`src/hdl/adpcm2t_pkg.sv`:
```
// Shared types and constants for the two-tap ADPCM frame decoder.
// Used by the decoder top level, its multiply-accumulate unit and its checker.
package adpcm2t_pkg;

  localparam int FRAME_SAMPLES = 14;
  localparam int FRAC_BITS     = 11;
  localparam int ACC_W         = 34;   // holds nib<<26 plus two 16x16 products
  localparam int CFG_IDX_W     = 3;
  localparam int CFG_DATA_W    = 64;

  localparam logic [3:0] LIMIT_MAX = 4'(FRAME_SAMPLES);
  localparam logic [FRAC_BITS-1:0] ROUND_BIAS = FRAC_BITS'(1024);
  localparam logic signed [15:0] PCM_MIN = 16'sh8000;
  localparam logic signed [15:0] PCM_MAX = 16'sh7fff;

  // configuration register indexes
  localparam logic [CFG_IDX_W-1:0] REG_COEF_0  = 3'd0;
  localparam logic [CFG_IDX_W-1:0] REG_COEF_1  = 3'd1;
  localparam logic [CFG_IDX_W-1:0] REG_COEF_2  = 3'd2;
  localparam logic [CFG_IDX_W-1:0] REG_COEF_3  = 3'd3;
  localparam logic [CFG_IDX_W-1:0] REG_INIT_NEW = 3'd4;
  localparam logic [CFG_IDX_W-1:0] REG_INIT_OLD = 3'd5;

  typedef struct packed {
    logic [63:0] frame_bytes;
    logic [3:0]  sample_limit;
    logic        restart;
  } in_word_t;

  typedef struct packed {
    logic signed [15:0] pcm_sample;
    logic               last_of_frame;
  } out_word_t;

  typedef struct packed {
    logic en;      // update the accumulator
    logic first;   // start from the frame term instead of the accumulator
  } mac_ctrl_t;

endpackage

```
`src/hdl/adpcm_two_tap_frame_decoder.sv`:
```
// Two-tap ADPCM frame decoder top level: config registers, history, sequencer.
// Depends on adpcm2t_pkg and adpcm2t_mac.
//
//  channel | direction | handshake           | word
//  --------+-----------+---------------------+-----------------------------------
//  in      | input     | in_valid / in_ready | frame_bytes, sample_limit, restart
//  out     | output    | out_valid/out_ready | pcm_sample, last_of_frame
//  cfg     | input     | cfg_we (no wait)    | cfg_index, cfg_data
//
// Each sample uses the single shared multiplier twice, once per tap (c1*newest,
// then c2*older); a new frame is accepted only once the last one is done.
// A frame with a sample limit of zero is accepted and emits nothing.
// The output register stalls the second tap while a sample waits to be taken.
// rst is synchronous and clears the sequencer, history, output valid and config.
module adpcm_two_tap_frame_decoder (
  input  logic                                       clk,
  input  logic                                       rst,
  input  logic                                       in_valid,
  output logic                                       in_ready,
  input  adpcm2t_pkg::in_word_t                      in_data,
  output logic                                       out_valid,
  input  logic                                       out_ready,
  output adpcm2t_pkg::out_word_t                     out_data,
  input  logic                                       cfg_we,
  input  logic [adpcm2t_pkg::CFG_IDX_W-1:0]          cfg_index,
  input  logic [adpcm2t_pkg::CFG_DATA_W-1:0]         cfg_data
);

  typedef enum logic [1:0] {ST_IDLE, ST_TAP1, ST_TAP2} state_t;

  state_t state;

  // configuration
  logic [63:0]        coef_word [4];
  logic signed [15:0] init_newest;
  logic signed [15:0] init_older;

  // per-frame working registers
  logic [55:0]        nibbles;      // current nibble in the top four bits
  logic [3:0]         shift;
  logic signed [15:0] c1;
  logic signed [15:0] c2;
  logic [3:0]         idx;
  logic [3:0]         limit;

  // history
  logic signed [15:0] newest;
  logic signed [15:0] older;

  // accept-side decode
  logic [2:0]         pred;
  logic [63:0]        pair_word;
  logic [3:0]         limit_next;
  logic               accept;

  // shared unit hookup
  adpcm2t_pkg::mac_ctrl_t               mac_ctrl;
  logic signed [adpcm2t_pkg::ACC_W-1:0] base;
  logic signed [15:0]                   mac_coef;
  logic signed [15:0]                   mac_hist;
  logic signed [15:0]                   pcm;
  logic signed [adpcm2t_pkg::ACC_W-adpcm2t_pkg::FRAC_BITS-1:0] nib_term;
  logic                                 slot_free;
  logic                                 is_last;

  assign in_ready  = (state == ST_IDLE);
  assign accept    = in_valid && in_ready;
  assign slot_free = !out_valid || out_ready;
  assign is_last   = (idx == limit - 4'd1);

  // predictor pair p uses coefficients 2p and 2p+1
  assign pred      = in_data.frame_bytes[62:60];
  assign pair_word = coef_word[pred[2:1]];

  always_comb begin
    limit_next = (in_data.sample_limit > adpcm2t_pkg::LIMIT_MAX) ?
                 adpcm2t_pkg::LIMIT_MAX : in_data.sample_limit;
  end

  // frame term: signed nibble scaled by 2^(shift+11), plus the rounding bias
  always_comb begin
    nib_term = {{(adpcm2t_pkg::ACC_W-adpcm2t_pkg::FRAC_BITS-4){nibbles[55]}},
                nibbles[55:52]};
    nib_term = nib_term <<< shift;
    base     = {nib_term, adpcm2t_pkg::ROUND_BIAS};
  end

  // first tap loads the accumulator; second tap completes the sample
  always_comb begin
    mac_ctrl.en    = (state == ST_TAP1);
    mac_ctrl.first = (state == ST_TAP1);
    mac_coef       = (state == ST_TAP1) ? c1 : c2;
    mac_hist       = (state == ST_TAP1) ? newest : older;
  end

  adpcm2t_mac u_mac (
    .clk  (clk),
    .ctrl (mac_ctrl),
    .base (base),
    .coef (mac_coef),
    .hist (mac_hist),
    .pcm  (pcm)
  );

  always_ff @(posedge clk) begin
    if (rst) begin
      state       <= ST_IDLE;
      out_valid   <= 1'b0;
      newest      <= '0;
      older       <= '0;
      init_newest <= '0;
      init_older  <= '0;
      for (int i = 0; i < 4; i++) begin
        coef_word[i] <= '0;
      end
    end else begin
      // config writes; indexes past the last register are dropped
      if (cfg_we) begin
        unique case (cfg_index)
          adpcm2t_pkg::REG_COEF_0:   coef_word[0] <= cfg_data;
          adpcm2t_pkg::REG_COEF_1:   coef_word[1] <= cfg_data;
          adpcm2t_pkg::REG_COEF_2:   coef_word[2] <= cfg_data;
          adpcm2t_pkg::REG_COEF_3:   coef_word[3] <= cfg_data;
          adpcm2t_pkg::REG_INIT_NEW: init_newest  <= 16'(cfg_data);
          adpcm2t_pkg::REG_INIT_OLD: init_older   <= 16'(cfg_data);
          default: ;
        endcase
      end

      // drop the output word once taken, unless the second tap refills it
      if (out_valid && out_ready && (state != ST_TAP2)) begin
        out_valid <= 1'b0;
      end

      unique case (state)
        ST_IDLE: begin
          if (accept) begin
            nibbles <= in_data.frame_bytes[55:0];
            shift   <= in_data.frame_bytes[59:56];
            c1      <= pred[0] ? pair_word[31:16] : pair_word[63:48];
            c2      <= pred[0] ? pair_word[15:0]  : pair_word[47:32];
            idx     <= '0;
            limit   <= limit_next;
            // restart applies even when the frame emits nothing
            if (in_data.restart) begin
              newest <= init_newest;
              older  <= init_older;
            end
            if (limit_next != 4'd0) begin
              state <= ST_TAP1;
            end
          end
        end
        ST_TAP1: begin
          state <= ST_TAP2;
        end
        ST_TAP2: begin
          // hold the second tap until the output register is free
          if (slot_free) begin
            out_valid              <= 1'b1;
            out_data.pcm_sample    <= pcm;
            out_data.last_of_frame <= is_last;
            older                  <= newest;
            newest                 <= pcm;
            if (is_last) begin
              state <= ST_IDLE;
            end else begin
              idx     <= idx + 4'd1;
              nibbles <= {nibbles[51:0], 4'd0};
              state   <= ST_TAP1;
            end
          end
        end
        default: state <= ST_IDLE;
      endcase
    end
  end

endmodule

```
`src/hdl/adpcm2t_mac.sv`:
```
// Shared 16x16 multiply-accumulate unit with floor shift and 16-bit clamp.
// Depends on adpcm2t_pkg for widths and the control struct.
module adpcm2t_mac (
  input  logic                                  clk,
  input  adpcm2t_pkg::mac_ctrl_t                ctrl,
  input  logic signed [adpcm2t_pkg::ACC_W-1:0]  base,
  input  logic signed [15:0]                    coef,
  input  logic signed [15:0]                    hist,
  output logic signed [15:0]                    pcm
);

  localparam int SH_W = adpcm2t_pkg::ACC_W - adpcm2t_pkg::FRAC_BITS;

  logic signed [adpcm2t_pkg::ACC_W-1:0] acc;
  logic signed [adpcm2t_pkg::ACC_W-1:0] sum;
  logic signed [31:0]                   prod;
  logic signed [SH_W-1:0]               scaled;

  always_comb begin
    prod   = coef * hist;
    sum    = (ctrl.first ? base : acc) + adpcm2t_pkg::ACC_W'(prod);
    scaled = SH_W'(sum >>> adpcm2t_pkg::FRAC_BITS);
    priority if (scaled < SH_W'(adpcm2t_pkg::PCM_MIN)) begin
      pcm = adpcm2t_pkg::PCM_MIN;
    end else if (scaled > SH_W'(adpcm2t_pkg::PCM_MAX)) begin
      pcm = adpcm2t_pkg::PCM_MAX;
    end else begin
      pcm = 16'(scaled);
    end
  end

  always_ff @(posedge clk) begin
    if (ctrl.en) begin
      acc <= sum;
    end
  end

endmodule

```
`config.mk`:
```
export PLATFORM = sky130hd
export DESIGN_NAME = adpcm_two_tap_frame_decoder
export DESIGN_NICKNAME = d
export VERILOG_FILES = /design/src/hdl/adpcm2t_pkg.sv /design/src/hdl/adpcm_two_tap_frame_decoder.sv /design/src/hdl/adpcm2t_mac.sv
export SDC_FILE = /design/constraint.sdc
export NUM_CORES = 2
export LEC_CHECK = 0
export BUFFER_PORTS_ARGS = -buffer_cell sky130_fd_sc_hd__buf_2
export CAP_MARGIN = 20
export CORE_ASPECT_RATIO = 0.7
export CORE_MARGIN = 1
export CORE_UTILIZATION = 55
export CTS_CLUSTER_SIZE = 12
export DETAILED_ROUTE_END_ITERATION = 7
export GPL_TIMING_DRIVEN = 1
export PLACE_DENSITY = 0.74
export REMOVE_ABC_BUFFERS = 1
export SLEW_MARGIN = 40
export SYNTH_ARGS = -nofsm -noshare
export SYNTH_HDL_FRONTEND = slang
export SYNTH_HIERARCHICAL = 1
export SYNTH_SLANG_ARGS = --single-unit
```
`constraint.sdc`:
```
create_clock -name clk -period 18.83 [get_ports clk]
set_clock_uncertainty 0.2 [all_clocks]
set_input_delay 3.766 -clock clk [delete_from_list [all_inputs] [get_ports clk]]
set_output_delay 3.766 -clock clk [all_outputs]
set_load 0.005 [all_outputs]
```
## Word-level counts from Yosys, hierarchy flattened

Memories as Yosys holds them, arrays and structs flattened.
Index checks and enable logic that the tools add are counted.

| cells by class | value |
|---|---|
| add/sub/neg operators | 3 |
| $mul | 1 |
| order comparisons | 3 |
| eq/ne operators | 14 |
| shifts and indexed selects | 1 |
| mux-type cells | 54 |
| bitwise gates (word level) | 5 |
| reduce and logical (&&, ||, !) cells | 16 |

Operators by type and width:

| cell | number |
|---|---|
| $mux W64 | 4 |
| $mux W16 | 12 |
| $mux W56 | 3 |
| $pmux W56 S2 | 1 |
| $pmux W16 S2 | 2 |
| $add A34 B32 Y34 | 1 |
| $mux W34 | 1 |
| $mul A16 B16 Y32 | 1 |
| $gt A23 B16 Y1 const B | 1 |
| $lt A23 B16 Y1 const B | 1 |
| $sshl A4 B4 Y23 | 1 |
| $mux W1 | 22 |
| $mux W4 | 4 |
| $reduce_and A3 Y1 | 3 |
| $pmux W4 S2 | 1 |
| $eq A3 B2 Y1 const B | 2 |
| $eq A3 B3 Y1 const B | 2 |
| $mux W2 | 3 |
| $ne A2 B1 Y1 const B | 3 |
| $ne A2 B2 Y1 const B | 3 |
| $pmux W2 S3 | 1 |
| $reduce_and A5 Y1 | 1 |
| $add A4 B1 Y4 const B | 1 |
| $eq A4 B4 Y1 | 1 |
| 16 further kinds | 22 |

| word-level totals | value |
|---|---|
| flip-flop bits (word level) | 218 |
| memory bits (writable) | 256 |
| output and inout bits | 19 |
| word-level logic and storage cells | 113 |
| memories kept | 1 |

Memory list:

| name | words | width | read ports | clocked after Yosys merged registers in | wr ports | RTL line | source |
|---|---|---|---|---|---|---|---|
| coef_word | 4 | 64 | 1 | 0 | 4 | adpcm_two_tap_frame_decoder.sv:34 | `logic [63:0] coef_word [4];` |

## Logic depth before layout (Yosys ltp)

| logic depth | value |
|---|---|
| depth in word-level cells | 9 |
| depth in mapped cells | 31 |

## Hierarchy

Netlist, hierarchy kept.

Modules (own cells, without submodules):

| module | times used | cells an instance | area an instance (um^2) |
|---|---|---|---|
| adpcm_two_tap_frame_decoder | 1 | 1,395 | 19,328.5 |
| adpcm2t_mac | 1 | 1,386 | 13,202.7 |

## Worst setup path before layout

No wires, ideal clock.

| path | value |
|---|---|
| kind | in2reg |
| start point | in rst |
| end point | reg c1[0], enable pin |
| arrival time | 8,140 ps |
| slack | 9,938 ps |
| stages | 2 |
| path through | clkbuf_1 nor4b_1 |

| between the ends | value |
|---|---|
| word-level cells in the longest chain between the ends | 2 |

Ends and longest elaborated chain:

| what | RTL line | source |
|---|---|---|
| start, declared | adpcm_two_tap_frame_decoder.sv:17 | `input logic rst,` |
| $not A1 Y1 (no source line) | n/a |  |
| $reduce_and A3 Y1 (no source line) | n/a |  |
| end signal, assigned | adpcm_two_tap_frame_decoder.sv:140 | `c1 <= pred[0] ? pair_word[31:16] : pair_word[63:48];` |
| end, declared | adpcm_two_tap_frame_decoder.sv:41 | `logic signed [15:0] c1;` |

Every way passes these cells.
A chain may end at the register's enable or synchronous reset.

## Final worst setup path

| path | value |
|---|---|
| start point | reg state[0] |
| end point | reg newest[0] |

| between the ends | value |
|---|---|
| word-level cells in the longest chain between the ends | 9 |
| elaborated cells on any way between the ends | 20 |

Ends and longest elaborated chain:

| what | RTL line | source |
|---|---|---|
| start, declared | adpcm_two_tap_frame_decoder.sv:31 | `state_t state;` |
| start signal, assigned | adpcm_two_tap_frame_decoder.sv:107 | `state <= ST_IDLE;` |
| start signal, assigned | adpcm_two_tap_frame_decoder.sv:150 | `state <= ST_TAP1;` |
| start signal, assigned | adpcm_two_tap_frame_decoder.sv:155 | `state <= ST_TAP2;` |
| $eq A2 B1 Y1 (*) | adpcm_two_tap_frame_decoder.sv:93 | `mac_hist = (state == ST_TAP1) ? newest : older;` |
| $mux W16 (*) | adpcm_two_tap_frame_decoder.sv:93 |  |
| via mac_hist[1] | adpcm_two_tap_frame_decoder.sv:60 | `logic signed [15:0] mac_hist;` |
| $mul A16 B16 Y32 (*) | adpcm2t_mac.sv:20 | `prod = coef * hist;` |
| $add A34 B32 Y34 (*) | adpcm2t_mac.sv:21 | `sum = (ctrl.first ? base : acc) + adpcm2t_pkg::ACC_W'(prod);` |
| via u_mac.sum, one bit | adpcm2t_mac.sv:15 | `logic signed [adpcm2t_pkg::ACC_W-1:0] sum;` |
| $gt A23 B16 Y1 | adpcm2t_mac.sv:25 | `end else if (scaled > SH_W'(adpcm2t_pkg::PCM_MAX)) begin` |
| $mux W16 | adpcm2t_mac.sv:25 |  |
| $mux W16 (*) | adpcm2t_mac.sv:23 | `priority if (scaled < SH_W'(adpcm2t_pkg::PCM_MIN)) begin` |
| via pcm[0] | adpcm_two_tap_frame_decoder.sv:61 | `logic signed [15:0] pcm;` |
| $mux W16 (*) | adpcm_two_tap_frame_decoder.sv:159 | `if (slot_free) begin` |
| $pmux W16 S2 (*) | adpcm_two_tap_frame_decoder.sv:135 | `unique case (state)` |
| end signal, assigned | adpcm_two_tap_frame_decoder.sv:146 | `newest <= init_newest;` |
| end signal, assigned | adpcm_two_tap_frame_decoder.sv:164 | `newest <= pcm;` |
| end, declared | adpcm_two_tap_frame_decoder.sv:47 | `logic signed [15:0] newest;` |

The timed path passes the listed nets; every way through them passes the cells marked *. The select of a mux whose other input is x is not followed.

==> impl_metrics.toml <==
[cells_and_area]
filler_cell_count = 4607
design_area_sq_um = 35500
seqCellArea_sq_um = 13600
drive_gt1_frac = 0.156
finish.utilization = 0.608
multi_input_comb_area_sq_um = 16900
nets = 3425
area.growth.synth_to_final_pct = 9.20

[clock_tree]
cts-root-buf = "clkbuf_16"
cts_tree = "built"
ctsResizeCount = 0
numClockSinks = 474
cts_setup_buffers = 0
worstSkewPairLatency_ps = 610
cts_buffer_depth = 3
cts_made_buffers = 48
htree_levels = 2
cts.clk_slew.worst_paths_ps = 60
hold_buffers = 0

[place]
hpwl_mm = 50.8
placed_area_sq_um = 34000
portBuffers = 158
gp_congestion = 0.869

[grt]
antenna_found_initial = 8
grt_use_met3 = 0.0481
use_met1 = 0.340
grt_pass1_wl_mm = 116
grt_max_degree = 75
overflow = 0
grt_use_met2 = 0.410
top_usage_layer = "met2"
grt_pass1_vias = 21900
grt_util_all_layers = 0.248

[detailed_routing]
first_pass_iters = 5
wire_per_inst_um = 19.3
drt_wl_total_mm = 71.7
drt_iter0_markers = 1611
vias = 20500
ant_nets = 0
viasPerCell = 5.53
drc_errors = 0

[logic_synthesis]
synth_area_leaders = "edfxtp_1, fa_1, and2_1, mux4_2, inv_1"
ys_seq_elements = 474
syn_area_per_cell_sq_um = 11.7
netlist_instances = 2781
ys.flop_type = "edfxtp_1"
synth_top_area_frac = 0.376
netlist_area_sq_um = 32500
synth_top_cells_by_count = "edfxtp_1, inv_1, and2_1"
yosysMostFrequentCell = "edfxtp_1"
yosys.area.top_type = "edfxtp_1"
ys_types = 77
seq_area_frac_synth = 0.417
yosysWarnings = 6
synthArstFlopShare = 0
synth-edff-count = 407

[setup_path]
end_kind = "flop"
max_stage_delay_ps = 740
required_ps = 19120
worst_path_max_delay_cell = "fa_1"
path_max_fanout = 66
critPathLaunchType = "flop"
path_class = "reg2reg"
crit_arrival_ps = 10610

[sta]
hold_viol = 0
setup_viol = 0
worstMarginPinSlew_ps = 848
fin_crit_ps = 10320
max_slew_margin = 0.435
rsz0062_at_grt = "false"
fmax_ghz = 0.0969
period_share = 0.548
setup_tns_ps = 0
maxSlewViolCount = 0

[outcome]
status = "complete, no violations"

[floorplan]
num_rows = 74
die-area_sq_um = 60100
die_h_um = 205
die_x_um = 293
floorplan.initialDensity = 0.557
core-area_sq_um = 58400
io_pins = 160

[min_path]
worstHoldPathType = "reg2reg"

[run]
cap_violations = 0
path summary, 6_finish.rpt:
check                           cells past startpoint  slack, ps          start            end
worst min register to register                      2        260  init_older[4]  init_older[4]
worst max-delay path                               30       8510       state[0]      newest[0]
worst min-delay path                                2        260  init_older[4]  init_older[4]
worst max register to register                     30       8510       state[0]      newest[0]
stage by stage:
step | hold WS, ps | std cells | worst slack, ps
2_1_floorplan | 230 | 2638 | 7370
3_3_place_gp | 244 | 3616 | 8670
3_5_place_dp | 247 | 3622 | 8560
4_1_cts | 255 | 3711 | 8470
5_1_grt | 278 | 3717 | 7780
6_report | 255 | 3718 | 8510
cell usage in the layout (no fill, tap or decap), types with 4 or more instances in the layout:
cell / Yosys / layout
a211oi_1: 12 / 12
xnor2_1: 32 / 32
dfxtp_1: 67 / 66
nor3_1: 10 / 9
a21oi_1: 104 / 104
clkbuf_1: 93 / 28
buf_6: 12 / 6
ha_1: 104 / 104
buf_2: 25 / 156
mux4_2: 64 / 64
mux2_2: 96 / 96
nor2_1: 47 / 47
clkbuf_8: 1 / 4
nor2b_1: 11 / 10
o21ai_2: 10 / 10
a311oi_1: 33 / 33
mux2i_1: 37 / 37
fa_1: 305 / 304
edfxtp_1: 407 / 407
conb_1: 2 / 11
nand4_1: 4 / 4
diode_2: 0 / 6
nand2b_1: 9 / 9
buf_12: 0 / 4
a21boi_0: 4 / 4
inv_1: 383 / 382
o21ai_0: 31 / 31
clkbuf_16: 0 / 50
a21o_1: 8 / 6
and2_1: 379 / 379
o22ai_1: 4 / 4
nand2_1: 374 / 373
nand3_1: 11 / 9
o211ai_1: 4 / 4
a31oi_1: 8 / 7
buf_4: 4 / 21
xor2_1: 12 / 12
layer usage:
| layer | up-vias | wire length [um] |
|---|---|---|
| met4 | 4 | 1450 |
| met5 | - | 24 |
| met2 | 649 | 34200 |
| met1 | 10400 | 30600 |
| li1 | 9359 | - |
| met3 | 89 | 5400 |
worst max-delay path, delay by kind of cell (launching register included):
kind | cells | cell delay [ps]
simple gates | 6 | 1040
flops | 1 | 470
xor+xnor | 1 | 360
fa+ha+maj | 7 | 3980
compound gates | 5 | 1530
mux | 2 | 720
buf+inv | 9 | 1820
flip-flops by register name (all words and copies together), names as in the netlist:
| signal | count |
|---|---|
| limit | 4 |
| shift | 4 |
| c2 | 16 |
| older | 16 |
| init_newest | 16 |
| u_mac/acc | 34 |
| state | 2 |
| nibbles | 56 |
| idx | 4 |
| coef_word | 256 |
| out_valid | 1 |
| init_older | 16 |
| out_data | 17 |
| newest | 16 |
| c1 | 16 |
layout make-up:
type,instances,area share
Clock buffer,82,0.0397
Sequential cell,474,0.382
Inverter,383,0.0405
Tap cell,798,0.0281
Timing Repair Buffer,187,0.0306
Multi-Input combinational cell,1781,0.477
Clock inverter,7,0.00236
Antenna cell,6,0.000423
cells by family (layout without fill, tap and decap cells):
kind of cell | count (synthesis) | count (layout) | synth area share
AND/OR/NAND/NOR | 870 | 870 | 0.136
buffers and inverters | 535 | 659 | 0.0667
flip-flops | 474 | 474 | 0.417
adder cells (fa/ha/maj) | 409 | 409 | 0.228
AO/OA/AOI/OAI | 248 | 248 | 0.0502
multiplexers | 198 | 198 | 0.0896
XOR/XNOR | 45 | 45 | 0.0126
other | 2 | 17 | 0.000231
Power is left out: the tool's default activity adds up to more than one toggle a clock period on the data nets, which glitch-free logic cannot reach.
